<file path="config.mk">
export PLATFORM = sky130hd
export DESIGN_NAME = line_follow_pid_steering_core
export DESIGN_NICKNAME = d
export VERILOG_FILES = /design/src/design/lfps_pkg.sv /design/src/design/line_follow_pid_steering_core.sv /design/src/design/lfps_ctrl.sv /design/src/design/lfps_dp.sv
export VERILOG_INCLUDE_DIRS = /design/src /design/src/design
export SDC_FILE = /design/constraint.sdc
export NUM_CORES = 2
export LEC_CHECK = 0
export ABC_CLOCK_PERIOD_IN_PS = 14900
export BUFFER_PORTS_ARGS = -buffer_cell sky130_fd_sc_hd__buf_2
export CAP_MARGIN = 0
export CELL_PAD_IN_SITES_DETAIL_PLACEMENT = 0
export CELL_PAD_IN_SITES_GLOBAL_PLACEMENT = 1
export CORE_UTILIZATION = 25
export DETAILED_ROUTE_END_ITERATION = 10
export PLACE_DENSITY_LB_ADDON = 0.1
export SETUP_SLACK_MARGIN = 0.1
export SLEW_MARGIN = 0
export SYNTH_ARGS = -nofsm -noshare
export SYNTH_HDL_FRONTEND = slang
export SYNTH_SLANG_ARGS = --single-unit
</file>
<file path="constraint.sdc">
create_clock -name clk -period 14.9 [get_ports clk]
set_clock_uncertainty 0.2 [all_clocks]
set_input_delay 1.49 -clock clk [delete_from_list [all_inputs] [get_ports clk]]
set_output_delay 1.49 -clock clk [all_outputs]
set_load 0.1 [all_outputs]
</file>
<file path="src/design/assert_macros.svh">
// shared assertion macros, compiled out when ASSERT_OFF is set
`ifndef ASSERT_MACROS_SVH
`define ASSERT_MACROS_SVH

`ifndef ASSERT_OFF

// clocked property, held off while reset is asserted
`define ASSERT_PROP(lbl, clk, rst_n, prop) \
  lbl: assert property (@(posedge clk) disable iff (!rst_n) (prop)) \
    else $error("assertion failed");

// condition that must hold at every clock edge out of reset
`define ASSERT_ALWAYS(lbl, clk, rst_n, expr) \
  `ASSERT_PROP(lbl, clk, rst_n, 1'b1 |-> (expr))

`else

`define ASSERT_PROP(lbl, clk, rst_n, prop)
`define ASSERT_ALWAYS(lbl, clk, rst_n, expr)

`endif

`endif

</file>
<file path="src/design/lfps_pkg.sv">
package lfps_pkg;

  // field and datapath widths
  localparam int ErrW     = 9;
  localparam int DiffW    = 10;
  localparam int GainW    = 32;
  localparam int IntW     = 32;
  localparam int ProdW    = 64;
  localparam int AccW     = 50;
  localparam int LimW     = 11;
  localparam int SpdW     = 7;
  localparam int EdgeW    = 2;
  localparam int TermW    = 13;
  localparam int SumW     = 15;
  localparam int PwrW     = 8;
  localparam int FracBits = 16;

  // register port
  localparam int DataW = 32;
  localparam int AddrW = 5;
  localparam int IdxW  = 3;

  // register indexes
  localparam logic [IdxW-1:0] REG_GAIN_P     = 3'd0;
  localparam logic [IdxW-1:0] REG_GAIN_I     = 3'd1;
  localparam logic [IdxW-1:0] REG_GAIN_D     = 3'd2;
  localparam logic [IdxW-1:0] REG_PID_UPPER  = 3'd3;
  localparam logic [IdxW-1:0] REG_PID_LOWER  = 3'd4;
  localparam logic [IdxW-1:0] REG_CRUISE     = 3'd5;
  localparam logic [IdxW-1:0] REG_EDGE_SIDE  = 3'd6;
  localparam logic [IdxW-1:0] REG_OFFSET     = 3'd7;

  // fixed powers on a blue marker, and the motor power limits
  localparam logic signed [PwrW-1:0] BLUE_LEFT  = 8'sd57;
  localparam logic signed [PwrW-1:0] BLUE_RIGHT = 8'sd10;
  localparam logic signed [PwrW-1:0] POWER_MAX  = 8'sd100;
  localparam logic signed [PwrW-1:0] POWER_MIN  = -8'sd100;

  // multiplier operand pair
  typedef enum logic [1:0] {
    MUL_P,
    MUL_I,
    MUL_D
  } lfps_mul_sel_t;

  // controller to datapath
  typedef struct packed {
    logic          load;
    lfps_mul_sel_t mul_sel;
    logic          acc_clr;
    logic          acc_en;
    logic          term_en;
    logic          out_load;
  } lfps_cmd_t;

  // datapath to controller
  typedef struct packed {
    logic out_free;
  } lfps_status_t;

  // configuration registers
  typedef struct packed {
    logic signed [GainW-1:0] gain_p;
    logic signed [GainW-1:0] gain_i;
    logic signed [GainW-1:0] gain_d;
    logic signed [LimW-1:0]  pid_upper;
    logic signed [LimW-1:0]  pid_lower;
    logic [SpdW-1:0]         cruise_pwr;
    logic signed [EdgeW-1:0] edge_side;
    logic [SpdW-1:0]         speed_offset;
  } lfps_cfg_t;

endpackage

</file>
<file path="src/design/line_follow_pid_steering_core.sv">
// PID steering for a line-following two-motor drive. Each beat on the input
// carries a signed brightness error and a blue-marker flag and yields one beat
// of left and right motor power in [-100, 100]. The previous error and a
// trapezoidal error integral are kept and updated on every sample, blue or not;
// the P, I and D products are floored to integers, summed, clamped to
// [pid_lower, pid_upper] and applied with the edge_side sign around the base
// speed less the offset. On a blue marker the powers are fixed at 57 and 10.
// After acceptance an item passes through S_INT, S_DER, S_SUM, S_TERM and
// S_OUT until its result is loaded in the output register; it waits in S_OUT
// while that register is full and stalled. A new item is accepted the cycle
// after that load, not before. The sequence is set by the single 32x32
// multiplier, used once for each of the three terms, followed by
// accumulation, clamp and output stages. The result register lets the next
// item be accepted while a result waits to be taken. Registers lie at byte
// address 4*i; pready is always high; reads return the sign- or zero-extended register value.
module line_follow_pid_steering_core (
  input  logic                                   clk,
  input  logic                                   rst_n,
  // sample input
  input  logic                                   in_valid,
  output logic                                   in_stall,
  input  logic signed [lfps_pkg::ErrW-1:0]       in_brightness_error,
  input  logic                                   in_blue_seen,
  // motor power output
  output logic                                   out_valid,
  input  logic                                   out_stall,
  output logic signed [lfps_pkg::PwrW-1:0]       out_left_power,
  output logic signed [lfps_pkg::PwrW-1:0]       out_right_power,
  // register port
  input  logic                                   psel,
  input  logic                                   penable,
  input  logic                                   pwrite,
  input  logic [lfps_pkg::AddrW-1:0]             paddr,
  input  logic [lfps_pkg::DataW-1:0]             pwdata,
  output logic [lfps_pkg::DataW-1:0]             prdata,
  output logic                                   pready
);

  localparam int DataW = lfps_pkg::DataW;
  localparam int LimW  = lfps_pkg::LimW;
  localparam int SpdW  = lfps_pkg::SpdW;
  localparam int EdgeW = lfps_pkg::EdgeW;
  localparam int GainW = lfps_pkg::GainW;

  lfps_pkg::lfps_cfg_t    cfg_r;
  lfps_pkg::lfps_cmd_t    cmd;
  lfps_pkg::lfps_status_t status;

  logic                         cfg_wr;
  logic [lfps_pkg::IdxW-1:0]    cfg_idx;

  assign pready  = 1'b1;
  assign cfg_wr  = psel && penable && pwrite && pready;
  assign cfg_idx = paddr[lfps_pkg::AddrW-1:2];

  // register writes
  always_ff @(posedge clk) begin
    if (!rst_n) begin
      cfg_r.gain_p       <= 32'sd65536;
      cfg_r.gain_i       <= '0;
      cfg_r.gain_d       <= '0;
      cfg_r.pid_upper    <= 11'sd100;
      cfg_r.pid_lower    <= -11'sd100;
      cfg_r.cruise_pwr   <= 7'd50;
      cfg_r.edge_side    <= 2'sd1;
      cfg_r.speed_offset <= 7'd13;
    end else if (cfg_wr) begin
      unique case (cfg_idx)
        lfps_pkg::REG_GAIN_P:     cfg_r.gain_p       <= pwdata[GainW-1:0];
        lfps_pkg::REG_GAIN_I:     cfg_r.gain_i       <= pwdata[GainW-1:0];
        lfps_pkg::REG_GAIN_D:     cfg_r.gain_d       <= pwdata[GainW-1:0];
        lfps_pkg::REG_PID_UPPER:  cfg_r.pid_upper    <= pwdata[LimW-1:0];
        lfps_pkg::REG_PID_LOWER:  cfg_r.pid_lower    <= pwdata[LimW-1:0];
        lfps_pkg::REG_CRUISE:     cfg_r.cruise_pwr   <= pwdata[SpdW-1:0];
        lfps_pkg::REG_EDGE_SIDE:  cfg_r.edge_side    <= pwdata[EdgeW-1:0];
        lfps_pkg::REG_OFFSET:     cfg_r.speed_offset <= pwdata[SpdW-1:0];
        default: begin
        end
      endcase
    end
  end

  // register reads
  always_comb begin
    prdata = '0;
    unique case (cfg_idx)
      lfps_pkg::REG_GAIN_P:     prdata = cfg_r.gain_p;
      lfps_pkg::REG_GAIN_I:     prdata = cfg_r.gain_i;
      lfps_pkg::REG_GAIN_D:     prdata = cfg_r.gain_d;
      lfps_pkg::REG_PID_UPPER:
        prdata = {{(DataW-LimW){cfg_r.pid_upper[LimW-1]}}, cfg_r.pid_upper};
      lfps_pkg::REG_PID_LOWER:
        prdata = {{(DataW-LimW){cfg_r.pid_lower[LimW-1]}}, cfg_r.pid_lower};
      lfps_pkg::REG_CRUISE:     prdata = {{(DataW-SpdW){1'b0}}, cfg_r.cruise_pwr};
      lfps_pkg::REG_EDGE_SIDE:
        prdata = {{(DataW-EdgeW){cfg_r.edge_side[EdgeW-1]}}, cfg_r.edge_side};
      lfps_pkg::REG_OFFSET:     prdata = {{(DataW-SpdW){1'b0}}, cfg_r.speed_offset};
      default:                  prdata = '0;
    endcase
  end

  lfps_ctrl u_ctrl (
    .clk      (clk),
    .rst_n    (rst_n),
    .in_valid (in_valid),
    .in_stall (in_stall),
    .status   (status),
    .cmd      (cmd)
  );

  lfps_dp u_dp (
    .clk                 (clk),
    .rst_n               (rst_n),
    .cmd                 (cmd),
    .status              (status),
    .cfg                 (cfg_r),
    .in_brightness_error (in_brightness_error),
    .in_blue_seen        (in_blue_seen),
    .out_stall           (out_stall),
    .out_valid           (out_valid),
    .out_left_power      (out_left_power),
    .out_right_power     (out_right_power)
  );

endmodule

</file>
<file path="src/design/lfps_ctrl.sv">
`include "assert_macros.svh"

module lfps_ctrl (
  input  logic                  clk,
  input  logic                  rst_n,
  input  logic                  in_valid,
  output logic                  in_stall,
  input  lfps_pkg::lfps_status_t status,
  output lfps_pkg::lfps_cmd_t    cmd
);

  localparam logic [2:0] S_IDLE = 3'd0;
  localparam logic [2:0] S_INT  = 3'd1;
  localparam logic [2:0] S_DER  = 3'd2;
  localparam logic [2:0] S_SUM  = 3'd3;
  localparam logic [2:0] S_TERM = 3'd4;
  localparam logic [2:0] S_OUT  = 3'd5;

  logic [2:0] state_r;
  logic [2:0] state_nxt;

  // sequence: proportional, integral and derivative products, sum, clamp, result
  always_comb begin
    state_nxt   = state_r;
    cmd         = '0;
    cmd.mul_sel = lfps_pkg::MUL_P;
    unique case (state_r)
      S_IDLE: begin
        if (in_valid) begin
          cmd.load  = 1'b1;
          state_nxt = S_INT;
        end
      end
      S_INT: begin
        cmd.mul_sel = lfps_pkg::MUL_I;
        cmd.acc_clr = 1'b1;
        state_nxt   = S_DER;
      end
      S_DER: begin
        cmd.mul_sel = lfps_pkg::MUL_D;
        cmd.acc_en  = 1'b1;
        state_nxt   = S_SUM;
      end
      S_SUM: begin
        cmd.acc_en = 1'b1;
        state_nxt  = S_TERM;
      end
      S_TERM: begin
        cmd.term_en = 1'b1;
        state_nxt   = S_OUT;
      end
      S_OUT: begin
        if (status.out_free) begin
          cmd.out_load = 1'b1;
          state_nxt    = S_IDLE;
        end
      end
      default: begin
        state_nxt = S_IDLE;
      end
    endcase
  end

  always_ff @(posedge clk) begin
    if (!rst_n) begin
      state_r <= S_IDLE;
    end else begin
      state_r <= state_nxt;
    end
  end

  // input taken only between samples
  assign in_stall = (state_r != S_IDLE);

  `ASSERT_PROP(a_load_starts_seq, clk, rst_n, cmd.load |=> (state_r == S_INT))
  `ASSERT_PROP(a_out_wait_holds, clk, rst_n,
    ((state_r == S_OUT) && !status.out_free) |=> (state_r == S_OUT))
  `ASSERT_PROP(a_out_load_ends_seq, clk, rst_n, cmd.out_load |=> (state_r == S_IDLE))

endmodule

</file>
<file path="src/design/lfps_dp.sv">
`include "assert_macros.svh"

module lfps_dp (
  input  logic                                   clk,
  input  logic                                   rst_n,
  input  lfps_pkg::lfps_cmd_t                    cmd,
  output lfps_pkg::lfps_status_t                 status,
  input  lfps_pkg::lfps_cfg_t                    cfg,
  input  logic signed [lfps_pkg::ErrW-1:0]       in_brightness_error,
  input  logic                                   in_blue_seen,
  input  logic                                   out_stall,
  output logic                                   out_valid,
  output logic signed [lfps_pkg::PwrW-1:0]       out_left_power,
  output logic signed [lfps_pkg::PwrW-1:0]       out_right_power
);

  localparam int ErrW  = lfps_pkg::ErrW;
  localparam int IntW  = lfps_pkg::IntW;
  localparam int IsumW = IntW + 2;
  localparam int AccW  = lfps_pkg::AccW;
  localparam int ProdW = lfps_pkg::ProdW;
  localparam int QuoW  = ProdW - lfps_pkg::FracBits;
  localparam int LimW  = lfps_pkg::LimW;
  localparam int TermW = lfps_pkg::TermW;
  localparam int SumW  = lfps_pkg::SumW;
  localparam int SpdW  = lfps_pkg::SpdW;
  localparam int PwrW  = lfps_pkg::PwrW;
  localparam int DiffW = lfps_pkg::DiffW;

  localparam logic signed [IsumW-1:0] INT_HI = {3'b000, {(IntW-1){1'b1}}};
  localparam logic signed [IsumW-1:0] INT_LO = {3'b111, {(IntW-1){1'b0}}};
  localparam logic signed [SumW-1:0]  SUM_HI = SumW'(lfps_pkg::POWER_MAX);
  localparam logic signed [SumW-1:0]  SUM_LO = SumW'(lfps_pkg::POWER_MIN);

  logic signed [ErrW-1:0]  prev_r;
  logic signed [IntW-1:0]  integ_r;
  logic signed [DiffW-1:0] diff_r;
  logic                    blue_r;
  logic signed [ProdW-1:0] prod_r;
  logic signed [AccW-1:0]  acc_r;
  logic signed [TermW-1:0] term_r;
  logic                    out_valid_r;
  logic signed [PwrW-1:0]  left_r;
  logic signed [PwrW-1:0]  right_r;

  logic signed [IsumW-1:0] integ_sum;
  logic signed [IntW-1:0]  integ_nxt;
  logic signed [DiffW-1:0] diff_nxt;
  logic signed [IntW-1:0]  mul_a;
  logic signed [IntW-1:0]  mul_b;
  logic signed [AccW-1:0]  quot;
  logic signed [AccW-1:0]  upper_x;
  logic signed [AccW-1:0]  lower_x;
  logic signed [LimW-1:0]  pid;
  logic signed [TermW-1:0] pid_x;
  logic signed [TermW-1:0] edge_x;
  logic signed [SumW-1:0]  term_x;
  logic signed [SumW-1:0]  base_x;
  logic signed [SumW-1:0]  offs_x;
  logic signed [SumW-1:0]  left_sum;
  logic signed [SumW-1:0]  right_sum;
  logic signed [PwrW-1:0]  left_sat;
  logic signed [PwrW-1:0]  right_sat;

  // trapezoid integral with saturation, and error difference
  always_comb begin
    integ_sum = {{2{integ_r[IntW-1]}}, integ_r}
              + {{(IsumW-ErrW){in_brightness_error[ErrW-1]}}, in_brightness_error}
              + {{(IsumW-ErrW){prev_r[ErrW-1]}}, prev_r};
    priority if (integ_sum > INT_HI) begin
      integ_nxt = INT_HI[IntW-1:0];
    end else if (integ_sum < INT_LO) begin
      integ_nxt = INT_LO[IntW-1:0];
    end else begin
      integ_nxt = integ_sum[IntW-1:0];
    end
    diff_nxt = {in_brightness_error[ErrW-1], in_brightness_error}
             - {prev_r[ErrW-1], prev_r};
  end

  // sample state
  always_ff @(posedge clk) begin
    if (!rst_n) begin
      prev_r  <= '0;
      integ_r <= '0;
    end else if (cmd.load) begin
      prev_r  <= in_brightness_error;
      integ_r <= integ_nxt;
    end
  end

  always_ff @(posedge clk) begin
    if (cmd.load) begin
      diff_r <= diff_nxt;
      blue_r <= in_blue_seen;
    end
  end

  // shared multiplier operands
  always_comb begin
    mul_a = cfg.gain_p;
    mul_b = {{(IntW-ErrW){in_brightness_error[ErrW-1]}}, in_brightness_error};
    unique case (cmd.mul_sel)
      lfps_pkg::MUL_P: begin
        mul_a = cfg.gain_p;
        mul_b = {{(IntW-ErrW){in_brightness_error[ErrW-1]}}, in_brightness_error};
      end
      lfps_pkg::MUL_I: begin
        mul_a = cfg.gain_i;
        mul_b = integ_r;
      end
      lfps_pkg::MUL_D: begin
        mul_a = cfg.gain_d;
        mul_b = {{(IntW-DiffW){diff_r[DiffW-1]}}, diff_r};
      end
      default: begin
        mul_a = cfg.gain_p;
        mul_b = integ_r;
      end
    endcase
  end

  always_ff @(posedge clk) begin
    prod_r <= mul_a * mul_b;
  end

  // product floored to integer, then accumulated
  assign quot = {{(AccW-QuoW){prod_r[ProdW-1]}}, prod_r[ProdW-1:lfps_pkg::FracBits]};

  always_ff @(posedge clk) begin
    if (cmd.acc_clr) begin
      acc_r <= quot;
    end else if (cmd.acc_en) begin
      acc_r <= acc_r + quot;
    end
  end

  // clamp, upper limit tested first, then signed edge factor
  always_comb begin
    upper_x = {{(AccW-LimW){cfg.pid_upper[LimW-1]}}, cfg.pid_upper};
    lower_x = {{(AccW-LimW){cfg.pid_lower[LimW-1]}}, cfg.pid_lower};
    priority if (acc_r > upper_x) begin
      pid = cfg.pid_upper;
    end else if (acc_r < lower_x) begin
      pid = cfg.pid_lower;
    end else begin
      pid = acc_r[LimW-1:0];
    end
    pid_x  = {{(TermW-LimW){pid[LimW-1]}}, pid};
    edge_x = {{(TermW-lfps_pkg::EdgeW){cfg.edge_side[lfps_pkg::EdgeW-1]}}, cfg.edge_side};
  end

  always_ff @(posedge clk) begin
    if (cmd.term_en) begin
      term_r <= pid_x * edge_x;
    end
  end

  // motor powers with saturation
  always_comb begin
    term_x    = {{(SumW-TermW){term_r[TermW-1]}}, term_r};
    base_x    = {{(SumW-SpdW){1'b0}}, cfg.cruise_pwr};
    offs_x    = {{(SumW-SpdW){1'b0}}, cfg.speed_offset};
    left_sum  = base_x + term_x - offs_x;
    right_sum = base_x - term_x - offs_x;
    priority if (left_sum > SUM_HI) begin
      left_sat = lfps_pkg::POWER_MAX;
    end else if (left_sum < SUM_LO) begin
      left_sat = lfps_pkg::POWER_MIN;
    end else begin
      left_sat = left_sum[PwrW-1:0];
    end
    priority if (right_sum > SUM_HI) begin
      right_sat = lfps_pkg::POWER_MAX;
    end else if (right_sum < SUM_LO) begin
      right_sat = lfps_pkg::POWER_MIN;
    end else begin
      right_sat = right_sum[PwrW-1:0];
    end
  end

  // output register
  always_ff @(posedge clk) begin
    if (!rst_n) begin
      out_valid_r <= 1'b0;
    end else if (cmd.out_load) begin
      out_valid_r <= 1'b1;
    end else if (!out_stall) begin
      out_valid_r <= 1'b0;
    end
  end

  always_ff @(posedge clk) begin
    if (cmd.out_load) begin
      left_r  <= blue_r ? lfps_pkg::BLUE_LEFT : left_sat;
      right_r <= blue_r ? lfps_pkg::BLUE_RIGHT : right_sat;
    end
  end

  assign status.out_free = !out_valid_r || !out_stall;
  assign out_valid       = out_valid_r;
  assign out_left_power  = left_r;
  assign out_right_power = right_r;

  `ASSERT_ALWAYS(a_left_in_range, clk, rst_n,
    !out_valid_r || ((left_r <= lfps_pkg::POWER_MAX) && (left_r >= lfps_pkg::POWER_MIN)))
  `ASSERT_ALWAYS(a_right_in_range, clk, rst_n,
    !out_valid_r || ((right_r <= lfps_pkg::POWER_MAX) && (right_r >= lfps_pkg::POWER_MIN)))
  `ASSERT_PROP(a_blue_powers, clk, rst_n,
    (cmd.out_load && blue_r) |=>
      ((left_r == lfps_pkg::BLUE_LEFT) && (right_r == lfps_pkg::BLUE_RIGHT)))

endmodule
</file>
==> results.yml <==
placed_design:
  placed_area_um2: 62380
  hpwl_um: 184400
  dp.cells: 9512
  io_buffers: 101
  globalplace.congestion: 0.8314
sta:
  final-max-slew-violation-count: 0
  finalSetupViolCount: 0
  period_needed_ps: 12640
  max_freq_mhz: 79.10
  timing.final.crit_share: 0.8485
  hold_viol: 0
  rsz0062_at_grt: "no"
  worst_slew_pin_slew_ps: 1149
  setup-tns-final_ps: 0
  slew-limit-headroom: 0.2338
clocking:
  clock_path_buffers: 3
  cts_tree: "built"
  cts.htree.levels: 2
  cts_resized: 0
  path_clk_slew_ps: 60
  hold_buffers: 0
  clockRootBuffer: "clkbuf_16"
  clock-sinks: 317
  post-cts-setup-buffers: 0
  numCtsBuffers: 47
  clkLatencyLatePin_ps: 700
run_status:
  status: "complete, no violations"
final_layout:
  fin_nets: 8131
  design_area_um2: 64050
  multi_input_area_um2: 45640
  seqCellArea_um2: 7247
  fin_cells: 9603
  nFillCells: 24830
  syn2layout_area_growth_pct: 10.86
  layout-drive-gt1-share: 0.06695
hold_path:
  hold_path.class: "flop to flop"
  hp-start: "cfg_r[17]"
synth:
  yosysWarnings: 0
  synth-main-ff-cell: "dfxtp_1"
  syn_area_per_cell_um2: 8.813
  synthArstFlopShare: 0
  synth_edf_count: 90
  syn-cell-area_um2: 57770
  synth-seq-cells: 317
  yosysSeqAreaShare: 0.1254
  syn_inst: 6555
  syn-num-nets: 8151
  synth_cell_type_count: 94
critical_path:
  crit_fanout: 27
  startpoint_type: "flop"
  critical_path.most_common_cell: "fa_1"
  critPathMaxStageDelay_ps: 1190
  endpoint_kind: "flop"
  crit_type: "flop to flop"
  cp_slowest_cell: "fa_1"
  critPathArrivalTime_ps: 12960
  r2r-start: "u_ctrl.state_r[0]"
  required_ps: 15220
  startpoint: "u_ctrl.state_r[0]"
floorplan:
  io_pins: 105
  core_region_area_um2: 229900
  die_x_um: 482.7
  fp.dieArea_um2: 233000
  core.rowCount: 176
  start_util: 0.2513
  chipHeight_um: 482.7
drt:
  drtIter0Drc: 2553
  routedWlPerCell_um: 24.08
  drc: 0
  vias: 44920
  ant_nets: 0
  vias_per_cell: 4.678
  drt_wl_total_um: 231300
  firstDrtPassIters: 6
grt:
  grt-ovfl-total: 0
  grtUsageTotal: 0.2018
  antenna_found_initial: 17
  grt_max_degree: 80
  grt_first_pass_wirelength_um: 340000
  grt_pass1_vias: 48600
flow_run:
  max_cap_violations: 0
[sequential cells by signal (all words and copies together) (netlist names)]
name	count
u_dp.diff_r	10
u_dp.integ_r	32
u_ctrl.state_r	3
u_dp.prod_r	48
u_dp.out_valid	1
u_dp.blue_r	1
u_dp.term_r	13
u_dp.prev_r	9
cfg_r	134
u_dp.out_right_power	8
u_dp.acc_r	50
u_dp.out_left_power	8
[synth_stat cells, types with 6 or more instances]
library cell  count  area (µm²)
a211oi_1         37       277.8
a21boi_0        122       915.9
a21o_1          156        1171
a21oi_1         275        1376
a221oi_1         31       271.5
a22oi_1          43       322.8
a31o_2            7       61.31
a31oi_1          20       125.1
and2_1           25       156.4
and3_1           29       181.4
and4_1            6       52.55
buf_1            20       75.07
clkbuf_1        296        1111
dfxtp_1         227        4544
edfxtp_1         90        2703
fa_1           1122       22460
ha_1            420        5255
inv_1          1062        3986
mux2_2           15       168.9
mux2i_1          26       260.3
mux4_2            6       135.1
nand2_1         898        3371
nand2b_1         32       200.2
nand3_1          42       210.2
nand4_1          37       231.5
nor2_1          786        2950
nor2b_1          54       337.8
nor3_1           40       200.2
nor3b_1          10       75.07
nor4_1            6       37.54
o211ai_1         30       225.2
o21a_1           57       427.9
o21ai_0         159       795.8
o21ai_1          17       85.08
o21bai_1         34       255.2
o22ai_1           9       56.30
o31ai_1          15       112.6
o32ai_1           6       52.55
or2_2             6       37.54
or3_1            12       75.07
xnor2_1         102       893.4
xor2_1           65       569.3
[through the flow]
| stage | hold slack [ps] | worst slack, ps | util |
|---|---|---|---|
| 3_5_place_dp | 261.9 | 2137 | 0.2713 |
| 4_1_cts | 270.4 | 2039 | 0.2785 |
| 6_report | 268.2 | 2257 | 0.2786 |
| 5_1_grt | 306.6 | 1680 | 0.2786 |
| 3_3_place_gp | 256.6 | 2161 | 0.2713 |
| 2_1_floorplan | 243.5 | 4370 | - |
[layout by cell type (no fill, tap or decap), types with 13 or more instances in the layout]
cell	n
inv_1	1059
a21o_1	155
o21bai_1	34
a31oi_1	20
nor2_1	779
fa_1	1122
xor2_1	65
and3_1	29
a22oi_1	43
nand4_1	37
edfxtp_1	90
nand2b_1	32
buf_4	150
nor3_1	38
nand2_1	898
o31ai_1	15
o21ai_2	13
clkbuf_16	50
dfxtp_1	227
nor2b_1	54
o211ai_1	30
ha_1	418
o21ai_0	152
a21boi_0	122
mux2_2	15
a221oi_1	31
a21oi_1	258
and2_1	25
xnor2_1	102
a211oi_1	37
o21a_1	49
buf_2	100
nand3_1	42
mux2i_1	25
[worst max-delay path: cells and delay by family (launching register included)]
kind            cells  cell delay, ps
compound gates      5            2610
mux                 1             230
flops               1             550
simple gates        4             920
buf+inv             8            1640
fa+ha+maj          10            6200
[logic make-up after synthesis]
group / after synthesis / synth area share
simple gates: 2000 / 0.1430
buf+inv: 1387 / 0.09042
xor+xnor: 167 / 0.02532
compound gates: 1093 / 0.1259
flops: 317 / 0.1254
other cells: 1 / 0.00006491
fa+ha+maj: 1542 / 0.4798
mux: 48 / 0.01003
[per-layer routing]
layer	wire [µm]	GRT usage	share of wire	vias to the layer above
li1	-	-	-	20680
met1	107000	0.2786	0.46	23090
met2	103900	0.3219	0.45	924
met3	13450	0.03598	0.058	225
met4	6821	0.05578	0.029	8
met5	42	0	0.00018	-
[final cells by class]
type | count | area share
Clock buffer | 63 | 0.02124
Multi-Input combinational cell | 4851 | 0.7127
Inverter | 1064 | 0.06236
Clock inverter | 23 | 0.004630
Sequential cell | 317 | 0.1132
Timing Repair Buffer | 254 | 0.02665
Antenna cell | 5 | 0.0001954
Tap cell | 3026 | 0.05912
[final timing paths]
check                     to  slack (ps)  depth (start not counted)
max          u_dp.prod_r[63]        2260                         28
min                cfg_r[17]         270                          2
min reg2reg        cfg_r[17]         270                          2
max reg2reg  u_dp.prod_r[63]        2260                         28
Power is left out: the tool's default activity adds up to more than one toggle a clock period on the data nets, which glitch-free logic cannot reach.
